$ cat src/hdl/bcs_pkg.sv
package bcs_pkg;

    // fixed processing constants
    localparam int unsigned TICK_MS         = 1;
    localparam int unsigned TRIGGER_HOLD_MS = 100;
    localparam int unsigned GAP_MS          = 100;
    localparam int unsigned SMOOTH_MULT     = 7;
    localparam int unsigned SMOOTH_SHIFT    = 3;
    localparam int unsigned VOLUME_SCALE    = 256;
    localparam int unsigned VOLUME_FRAC     = 18;

    localparam int unsigned CFG_INDEX_W = 3;
    localparam int unsigned CFG_DATA_W  = 16;

    // register indexes
    localparam logic [CFG_INDEX_W-1:0] REG_CYCLE_MS       = 3'd0;
    localparam logic [CFG_INDEX_W-1:0] REG_ON_MS          = 3'd1;
    localparam logic [CFG_INDEX_W-1:0] REG_ARM_MS         = 3'd2;
    localparam logic [CFG_INDEX_W-1:0] REG_TRIGGER_ENABLE = 3'd3;
    localparam logic [CFG_INDEX_W-1:0] REG_TRIGGER_DROP   = 3'd4;
    localparam logic [CFG_INDEX_W-1:0] REG_PRESSURE_LIMIT = 3'd5;
    localparam logic [CFG_INDEX_W-1:0] REG_RUN_ENABLE     = 3'd6;

    typedef struct packed {
        logic [12:0]        cycle_ms;
        logic [12:0]        on_ms;
        logic [12:0]        arm_ms;
        logic               trigger_enable;
        logic [14:0]        trigger_drop;
        logic signed [15:0] pressure_limit;
        logic               run_enable;
    } cfg_t;

    typedef struct packed {
        logic signed [15:0] flow_sample;
        logic signed [15:0] pressure_sample;
    } sample_t;

    typedef struct packed {
        logic [12:0]        cycle_time;
        logic signed [15:0] smoothed_pressure;
        logic               over_pressure;
        logic               patient_started;
        logic               breath_done;
        logic [15:0]        breath_volume;
        logic signed [15:0] breath_peak;
    } result_t;

endpackage

$ cat src/hdl/bcs_cfg.sv
module bcs_cfg (
    input  logic                                clk,
    input  logic                                rst_n,
    input  logic                                wr_en,
    input  logic [bcs_pkg::CFG_INDEX_W-1:0]     wr_index,
    input  logic [bcs_pkg::CFG_DATA_W-1:0]      wr_data,
    output bcs_pkg::cfg_t                       cfg
);

    bcs_pkg::cfg_t cfg_reg;
    bcs_pkg::cfg_t cfg_next;

    always_comb
    begin
        cfg_next = cfg_reg;
        if (wr_en)
        begin
            case (wr_index)
                bcs_pkg::REG_CYCLE_MS:       cfg_next.cycle_ms       = wr_data[12:0];
                bcs_pkg::REG_ON_MS:          cfg_next.on_ms          = wr_data[12:0];
                bcs_pkg::REG_ARM_MS:         cfg_next.arm_ms         = wr_data[12:0];
                bcs_pkg::REG_TRIGGER_ENABLE: cfg_next.trigger_enable = wr_data[0];
                bcs_pkg::REG_TRIGGER_DROP:   cfg_next.trigger_drop   = wr_data[14:0];
                bcs_pkg::REG_PRESSURE_LIMIT: cfg_next.pressure_limit = signed'(wr_data);
                bcs_pkg::REG_RUN_ENABLE:     cfg_next.run_enable     = wr_data[0];
                default:                     cfg_next                = cfg_reg;
            endcase
        end
    end

    always_ff @(posedge clk or negedge rst_n)
    begin
        if (!rst_n)
        begin
            cfg_reg.cycle_ms       <= 13'd3000;
            cfg_reg.on_ms          <= 13'd1000;
            cfg_reg.arm_ms         <= 13'd1500;
            cfg_reg.trigger_enable <= 1'b0;
            cfg_reg.trigger_drop   <= 15'd0;
            cfg_reg.pressure_limit <= 16'sd32767;
            cfg_reg.run_enable     <= 1'b0;
        end
        else
        begin
            cfg_reg <= cfg_next;
        end
    end

    assign cfg = cfg_reg;

endmodule

$ cat src/hdl/bcs_core.sv
module bcs_core (
    input  logic                clk,
    input  logic                rst_n,
    input  logic                advance,
    input  bcs_pkg::sample_t    sample,
    input  bcs_pkg::cfg_t       cfg,
    output bcs_pkg::result_t    result
);

    localparam logic signed [25:0] MULT_S     = 26'(bcs_pkg::SMOOTH_MULT);
    localparam logic signed [25:0] S16_MAX_26 = 26'sd32767;
    localparam logic signed [25:0] S16_MIN_26 = -26'sd32768;
    localparam logic signed [49:0] SCALE_S    = 50'(bcs_pkg::VOLUME_SCALE);
    localparam logic signed [49:0] U16_MAX_50 = 50'sd65535;

    logic [13:0]        time_reg, time_next;
    logic               reported_reg, reported_next;
    logic signed [15:0] peak_reg, peak_next;
    logic signed [15:0] peep_reg, peep_next;
    logic signed [15:0] filt_reg, filt_next;
    logic signed [31:0] vol_reg, vol_next;
    logic [15:0]        elapsed_reg, elapsed_next;

    logic [13:0]        tc_inc;
    logic [13:0]        report_time;
    logic signed [25:0] acc;
    logic signed [25:0] acc_sh;
    logic signed [32:0] vsum;
    logic signed [16:0] trig_level;
    logic [16:0]        elapsed_sum;
    logic signed [49:0] scaled;
    logic               fire;

    always_comb
    begin
        tc_inc        = time_reg + 14'(bcs_pkg::TICK_MS);
        report_time   = {1'b0, cfg.on_ms} + 14'(bcs_pkg::GAP_MS);
        time_next     = tc_inc;
        reported_next = reported_reg;
        peak_next     = peak_reg;
        peep_next     = peep_reg;
        filt_next     = filt_reg;
        vol_next      = vol_reg;
        elapsed_next  = elapsed_reg;
        acc           = '0;
        acc_sh        = '0;
        vsum          = '0;
        trig_level    = '0;
        elapsed_sum   = '0;
        scaled        = '0;
        fire          = 1'b0;
        result        = '0;

        // cycle wrap
        if (tc_inc >= {1'b0, cfg.cycle_ms})
        begin
            time_next     = '0;
            reported_next = 1'b0;
            peak_next     = '0;
        end

        if (cfg.run_enable)
        begin
            // low-pass, floored shift then saturate
            acc    = 26'(sample.pressure_sample) + 26'(filt_reg) * MULT_S;
            acc_sh = acc >>> bcs_pkg::SMOOTH_SHIFT;
            if (acc_sh > S16_MAX_26)
                filt_next = 16'sd32767;
            else if (acc_sh < S16_MIN_26)
                filt_next = -16'sd32768;
            else
                filt_next = acc_sh[15:0];

            result.over_pressure = (filt_next > cfg.pressure_limit);
            if (filt_next > peak_next)
                peak_next = filt_next;
            if (time_next == '0)
                peep_next = filt_next;

            // saturating volume sum
            vsum = 33'(vol_reg) + 33'(sample.flow_sample);
            if (vsum[32] != vsum[31])
                vol_next = vsum[32] ? 32'sh8000_0000 : 32'sh7FFF_FFFF;
            else
                vol_next = vsum[31:0];

            // patient trigger
            if (time_next >= {1'b0, cfg.arm_ms})
            begin
                trig_level = 17'(peep_next) - signed'({2'b00, cfg.trigger_drop});
                if (cfg.trigger_enable && (17'(sample.pressure_sample) < trig_level))
                begin
                    elapsed_sum  = {1'b0, elapsed_reg} + 17'(bcs_pkg::TICK_MS);
                    elapsed_next = elapsed_sum[16] ? 16'hFFFF : elapsed_sum[15:0];
                    fire         = (elapsed_next >= 16'(bcs_pkg::TRIGGER_HOLD_MS));
                end
                else
                begin
                    elapsed_next = '0;
                end
                if (fire)
                begin
                    time_next              = '0;
                    result.patient_started = 1'b1;
                end
            end

            // end-of-breath report
            if ((time_next > report_time) && !reported_next)
            begin
                scaled = (50'(vol_next) * SCALE_S) >>> bcs_pkg::VOLUME_FRAC;
                if (scaled < 50'sd0)
                    result.breath_volume = '0;
                else if (scaled > U16_MAX_50)
                    result.breath_volume = 16'hFFFF;
                else
                    result.breath_volume = scaled[15:0];
                result.breath_done = 1'b1;
                result.breath_peak = peak_next;
                reported_next      = 1'b1;
                vol_next           = '0;
            end
        end

        result.cycle_time        = time_next[12:0];
        result.smoothed_pressure = filt_next;
    end

    always_ff @(posedge clk or negedge rst_n)
    begin
        if (!rst_n)
        begin
            time_reg     <= '0;
            reported_reg <= 1'b0;
            peak_reg     <= '0;
            peep_reg     <= '0;
            filt_reg     <= '0;
            vol_reg      <= '0;
            elapsed_reg  <= '0;
        end
        else if (advance)
        begin
            time_reg     <= time_next;
            reported_reg <= reported_next;
            peak_reg     <= peak_next;
            peep_reg     <= peep_next;
            filt_reg     <= filt_next;
            vol_reg      <= vol_next;
            elapsed_reg  <= elapsed_next;
        end
    end

endmodule

$ cat src/hdl/breath_cycle_sequencer.sv
// an accepted sample item passes through the sample register and the result register
// throughput: one item per cycle while result_stall is low; the breath state updates
// in a single pass between the sample register and the result register
// reset (rst_n, async active low): config registers to their defaults, breath state
// cleared, both pipeline valids low
module breath_cycle_sequencer (
    input  logic                              clk,
    input  logic                              rst_n,
    // sample channel
    input  logic                              sample_valid,
    output logic                              sample_stall,
    input  bcs_pkg::sample_t                  sample,
    // result channel
    output logic                              result_valid,
    input  logic                              result_stall,
    output bcs_pkg::result_t                  result,
    // config write channel
    input  logic                              cfg_valid,
    output logic                              cfg_ready,
    input  logic [bcs_pkg::CFG_INDEX_W-1:0]   cfg_index,
    input  logic [bcs_pkg::CFG_DATA_W-1:0]    cfg_data
);

    bcs_pkg::cfg_t     cfg;
    bcs_pkg::sample_t  sample_reg;
    bcs_pkg::result_t  result_reg;
    bcs_pkg::result_t  core_result;

    logic sample_valid_reg, sample_valid_next;
    logic result_valid_reg, result_valid_next;
    logic take;     // sample item accepted this cycle
    logic advance;  // held sample moves through the core into the result register

    // config writes are always taken
    assign cfg_ready = 1'b1;

    bcs_cfg u_cfg (
        .clk      (clk),
        .rst_n    (rst_n),
        .wr_en    (cfg_valid),
        .wr_index (cfg_index),
        .wr_data  (cfg_data),
        .cfg      (cfg)
    );

    // result register frees up when empty or when its item is taken this cycle
    assign advance      = sample_valid_reg && (!result_valid_reg || !result_stall);
    // sample register is free when empty or when it moves on this cycle
    assign sample_stall = sample_valid_reg && !advance;
    assign take         = sample_valid && !sample_stall;

    always_comb
    begin
        sample_valid_next = take || (sample_valid_reg && !advance);
        result_valid_next = advance || (result_valid_reg && result_stall);
    end

    // breath state lives in the core and only moves on advance
    bcs_core u_core (
        .clk     (clk),
        .rst_n   (rst_n),
        .advance (advance),
        .sample  (sample_reg),
        .cfg     (cfg),
        .result  (core_result)
    );

    // handshake control
    always_ff @(posedge clk or negedge rst_n)
    begin
        if (!rst_n)
        begin
            sample_valid_reg <= 1'b0;
            result_valid_reg <= 1'b0;
        end
        else
        begin
            sample_valid_reg <= sample_valid_next;
            result_valid_reg <= result_valid_next;
        end
    end

    // payload registers, no reset needed
    always_ff @(posedge clk)
    begin
        if (take)
            sample_reg <= sample;
        if (advance)
            result_reg <= core_result;
    end

    assign result_valid = result_valid_reg;
    assign result       = result_reg;

endmodule
$ cat config.mk
export PLATFORM = sky130hd
export DESIGN_NAME = breath_cycle_sequencer
export DESIGN_NICKNAME = d
export VERILOG_FILES = /design/src/hdl/bcs_pkg.sv /design/src/hdl/bcs_cfg.sv /design/src/hdl/bcs_core.sv /design/src/hdl/breath_cycle_sequencer.sv
export SDC_FILE = /design/constraint.sdc
export NUM_CORES = 1
export LEC_CHECK = 0
export BUFFER_PORTS_ARGS = -buffer_cell sky130_fd_sc_hd__buf_2
export CORE_UTILIZATION = 60
export CTS_CLUSTER_DIAMETER = 200
export CTS_CLUSTER_SIZE = 24
export DETAILED_ROUTE_END_ITERATION = 8
export MAX_ROUTING_LAYER = met4
export PLACE_DENSITY = 0.79
export SKIP_LAST_GASP = 1
export SYNTH_ARGS = -nofsm -noshare
export SYNTH_HDL_FRONTEND = slang
export SYNTH_SLANG_ARGS = --single-unit
$ cat constraint.sdc
create_clock -name clk -period 13.65 [get_ports clk]
set_input_delay 1.365 -clock clk [delete_from_list [all_inputs] [get_ports clk]]
set_output_delay 1.365 -clock clk [all_outputs]
set_load 0.01 [all_outputs]
# Word level (Yosys, flattened, before mapping)
# Cells that the tools add are included.
# op_classes
n_addsub	6
n_mul	1
magnitude_cmp	11
eq_ne	7
n_mux	30
n_bitwise	2
n_reduce_logical	28
# ops
op	n
2-to-1 mux 16 bit	13
2-to-1 mux 32 bit	4
2-to-1 mux 14 bit	5
adder 32 x 16 -> 33 bit	1
2-to-1 mux 33 bit	1
greater-than comparator 16 bit	2
greater-or-equal comparator 14 x 13 -> 1 bit	2
greater-than comparator 23 x 16 -> 1 bit, second input constant	1
less-than comparator 23 x 16 -> 1 bit, second input constant	1
greater-than comparator 22 x 17 -> 1 bit, second input constant	1
less-than comparator 22 x 1 -> 1 bit, second input constant	1
adder 16 x 20 -> 21 bit	1
multiplier 16 x 4 -> 20 bit, second input constant	1
AND reduction 2 bit	10
adder 16 x 1 -> 17 bit, second input constant	1
less-than comparator 16 x 17 -> 1 bit	1
subtractor 16 x 16 -> 17 bit	1
greater-or-equal comparator 16 x 7 -> 1 bit, second input constant	1
adder 13 x 7 -> 14 bit, second input constant	1
adder 14 x 1 -> 14 bit, second input constant	1
greater-than comparator 14 bit	1
logical NOT 14 bit	1
== test 3 bit, second input constant	3
2-to-1 mux 1 bit	7
other kinds (10)	23
# word_totals
reg_bits	281
in_bits	56
out_inout_bits	67
elab_cells	110

# Depth between registers and ports, before layout
# logic_depth
word_depth	21
mapped_depth	51
mapped_depth_nobuf	46

# By module
# From an unflattened synthesis, not the netlist that was laid out.
# hier_totals
hier_cells	1858
area_unflattened_um2	18764.2
# by_module_without_submodules
module	n_inst	cells_per_inst	area_per_inst_um2	seq_area_each_um2
bcs_core	1	1595	12977.4	2777.7
breath_cycle_sequencer	1	106	2986.6	2932.8
bcs_cfg	1	157	2800.2	1845.5

# Worst setup path after synthesis
# Ideal clock, no wire load.
# synth_timing
path_type	reg-to-reg
startpoint	register u_core.filt_reg[11]
endpoint	register result_reg (netlist bit result[0]) (data pin)
setup_time_ps	132
arrival_ps	10148
t_required_ps	13518
path_slack_ps	3370
path_stages_with_launch	48
path_buffers	5
period_less_slack_ps	10280
path_cell_list	dfrtp_1 > ha_1 > fa_1 > inv_1 > fa_1 > inv_1 > ha_1 > a211o_1 > a211oi_2 > a2bb2oi_1 > o211a_1 > or3_1 > a21oi_1 > or4_1 > buf_2 > buf_2 > o21a_1 > mux2_2 > [12 not listed] > nor3_1 > a221oi_1 > o21ai_0 > o21a_1 > nor3_1 > clkbuf_1 > nor2_1 > ha_1 > and4_1 > a221oi_1 > o21ai_0 > a21oi_1 > a211o_1 > a21oi_1 > and3_1 > buf_1 > clkbuf_1 > a22o_1
# synth_between
elab_chain_len	20
elab_cells_between_ends	23
classes_between	2 x add/sub; 1 x mul; 5 x order compare; 12 x mux; 3 x reduce/logical
# synth_lines
element	line	rtl
from (decl)	bcs_core.sv:20	logic signed [15:0] filt_reg, filt_next;
from (signal assigned)	bcs_core.sv:147	filt_reg <= filt_next;
multiplier 16 x 4 -> 20 bit (*)	bcs_core.sv:65	acc = 26'(sample.pressure_sample) + 26'(filt_reg) * MULT_S;
adder 16 x 20 -> 21 bit (*)	bcs_core.sv:65	
less-than comparator 23 x 16 -> 1 bit	bcs_core.sv:69	else if (acc_sh < S16_MIN_26)
2-to-1 mux 16 bit	bcs_core.sv:69	
2-to-1 mux 16 bit (*)	bcs_core.sv:67	if (acc_sh > S16_MAX_26)
2-to-1 mux 16 bit (*)	bcs_core.sv:62	if (cfg.run_enable)
2-to-1 mux 16 bit	bcs_core.sv:77	if (time_next == '0)
2-to-1 mux 16 bit	bcs_core.sv:62	
[4 not listed]	--	
2-to-1 mux 1 bit	bcs_core.sv:88	if (time_next >= {1'b0, cfg.arm_ms})
2-to-1 mux 1 bit	bcs_core.sv:62	
2-to-1 mux 14 bit	bcs_core.sv:101	if (fire)
2-to-1 mux 14 bit	bcs_core.sv:88	
2-to-1 mux 14 bit	bcs_core.sv:62	
greater-than comparator 14 bit	bcs_core.sv:109	if ((time_next > report_time) && !reported_next)
logical AND 1 bit	bcs_core.sv:109	
AND reduction 2 bit (no source line)	--	
to (signal assigned)	breath_cycle_sequencer.sv:89	result_reg <= core_result;
to (decl)	breath_cycle_sequencer.sv:26	bcs_pkg::result_t result_reg;
# Every way passes the cells marked *; elsewhere a longest branch is shown, timed or not. The select of a mux whose other input is x is not followed.
# A chain may end at the register's enable or synchronous reset.

# Worst setup path after layout
# layout_timing
startpoint	register u_core.filt_reg[11]
endpoint	register result_reg (netlist bit result[9]) (data pin)
# Same word-level chain as after synthesis.

==> results.py <==
metrics = {
    "timing": {
        "rsz0062_at_grt": "no",
        "skew_ns": 0.0142,
        "hold_violations": 0,
        "tightestPinTransition_ns": 1.13,
        "setup_violations": 0,
        "maxSlewViolCount": 0,
        "setup_tns_ns": 0,
        "period_share": 0.835,
        "fin_crit_ns": 11.39,
        "max_freq_ghz": 0.0878,
        "slew_headroom": 0.245,
    },
    "yosys": {
        "postSynthCellCount": 1892,
        "synth_cell_types": 74,
        "synth-edff-count": 96,
        "yosysTopAreaCellShare": 0.202,
        "synth_ff_type": "dfrtp_1",
        "synth_largest_area_cell": "dfrtp_1",
        "yosys_warnings": 0,
        "async_flop_share": 0.658,
        "ys_seq_area_frac": 0.407,
        "synth_area_sq_mm": 0.0185,
        "netlist_top_cells_area": "dfrtp_1 (20%), edfxtp_1 (16%), ha_1 (12%), mux2_2 (5.4%), dfstp_2 (5.0%)",
        "synth_fp_nets": 2157,
        "synth-seq-cells": 281,
        "postSynthAreaPerCell_sq_um": 9.80,
    },
    "placement": {
        "portBuffers": 121,
        "dp_hpwl_mm": 33.9,
        "place_inst": 2358,
        "routabilityCongestion": 0.953,
    },
    "critical_path": {
        "rrSetupSlack_ns": 2.26,
        "path_max_fanout": 16,
        "arrival_ns": 11.66,
        "crit_path_start_kind": "flip-flop",
        "cp.required_ns": 13.92,
        "critical_path_class": "flip-flop to flip-flop",
        "cp-end-kind": "flip-flop",
        "cp_common_cell": "o21ai_0",
        "slowest_stage": "or4_1",
        "cpPeakStageDelay_ns": 0.72,
    },
    "cts": {
        "cts.sinks": 281,
        "post_cts_buffers": 0,
        "cts_htree_levels": 1,
        "numCtsBuffers": 15,
        "clk_latency_ns": 0.52,
        "cts_tree": "yes",
        "clockBufferDepth": 3,
        "cts_resized": 0,
        "cts_hold_buf": 0,
        "clk_pin_slew_ns": 0.10,
        "cts_root_buf": "clkbuf_16",
    },
    "cells_and_area": {
        "multi_input_area_sq_mm": 0.0101,
        "syn2layout_area_growth_pct": 7.68,
        "fillers": 2485,
        "largest_reg_flops": 72,
        "antennaDiodeCount": 0,
        "instances_no_fill": 2384,
        "register_area_sq_mm": 0.00756,
        "drive_above_1_share": 0.159,
        "mostFrequentLayoutCell": "nand2_1",
        "final_cell_mix": "nand2_1 (195), ha_1 (181), inv_1 (174)",
        "finalNetCount": 2244,
    },
    "routing": {
        "viasPerCell": 6.13,
        "drtAntennaViolNets": 0,
        "drc": 0,
        "drt_pass1_iterations": 8,
        "wl_mm": 45.9,
        "vias": 14600,
        "wl_per_cell_um": 19.2,
        "drt_iter0_markers": 1191,
    },
    "grt": {
        "grt_max_degree": 119,
        "track_usage": 0.305,
        "antenna_found_initial": 0,
        "grt_pass1_wl_mm": 73.9,
        "overflow": 0,
        "grt_pass1_vias": 14300,
    },
    "flow_run": {
        "cap_violations": 0,
    },
    "floorplanning": {
        "start_util": 0.608,
        "io_pins": 123,
        "num_rows": 64,
        "die_y_um": 178,
        "die_w_um": 178,
        "dieArea_sq_mm": 0.0316,
        "core_area_sq_mm": 0.0305,
    },
    "worst_hold_path": {
        "hold_class": "flip-flop to flip-flop",
    },
    "run_status": {
        "status": "completed",
    },
}
logic make-up after synthesis:
group,count (synthesis),share of synthesized area
mux,96,0.0578
other cells,2,0.000405
flops,281,0.407
compound gates,480,0.168
buf+inv,242,0.0503
simple gates,504,0.127
xor+xnor,78,0.0368
fa+ha+maj,209,0.152
critical path, delay by kind of cell (launching register included):
family,cells,cell delay (ns)
compound gates,25,5.41
buf+inv,4,0.56
simple gates,8,1.78
flops,1,0.45
mux,1,0.29
fa+ha+maj,7,2.63
per-layer routing:
metal | up-vias | track usage | wire, um
li1 | 6895 | - | -
met4 | 0 | 0.0929 | 1430
met5 | - | - | 0
met1 | 7140 | 0.407 | 20300
met2 | 482 | 0.499 | 21700
met3 | 89 | 0.0249 | 2460
layout make-up:
cell class	instances	area share
Timing Repair Buffer	137	0.0368
Clock inverter	2	0.000877
Sequential cell	281	0.378
Multi-Input combinational cell	1369	0.506
Clock buffer	24	0.0205
Inverter	175	0.0330
Tap cell	396	0.0248
synthesized netlist by cell type (5+ instances only):
master and count:
o21a_1 35, or2_2 18, xnor2_1 34, nor4_1 6
ha_1 181, mux2i_1 7, xor2_1 44, o211ai_1 14
fa_1 28, or3_1 6, nor3b_1 6, nor2b_1 17
nand2b_1 18, nor3_1 28, a21boi_0 7, o31ai_1 15
and4_1 7, a21oi_1 122, a211oi_1 19, nor2_1 106
edfxtp_1 96, a22o_1 29, nand3_1 42, mux2_2 89
a21o_1 46, clkbuf_1 55, o21ai_0 121, dfstp_2 35
nand2_1 196, buf_2 5, and2_1 8, nand4_1 23
inv_1 175, a31oi_1 21, and3_1 12, dfrtp_1 150
final timing paths:
path / start / endpoint / cells past startpoint
min: u_core.peep_reg[15] / u_core.peep_reg[15] / 2
max reg2reg: u_core.filt_reg[11] / result[9] / 45
min reg2reg: u_core.peep_reg[15] / u_core.peep_reg[15] / 2
max in group asynchronous: rst_n / u_core.time_reg[6] / 2
min in group asynchronous: rst_n / u_cfg.cfg[19] / 1
max: u_core.filt_reg[11] / result[9] / 45
stage by stage:
step                setup WS (ns)  utilization  hold WS, ns  instance area (sq um)
finish                       2.26        0.655        0.494                  20000
CTS                          2.36        0.655        0.495                  20000
floorplan                    3.37            -        0.443                  18500
detailed placement           2.40        0.641        0.473                  19500
global placement             2.73        0.641        0.459                  19500
global route                 1.43        0.655        0.509                  20000
Power is left out: the tool's default activity adds up to more than one toggle a clock period on the data nets, which glitch-free logic cannot reach.
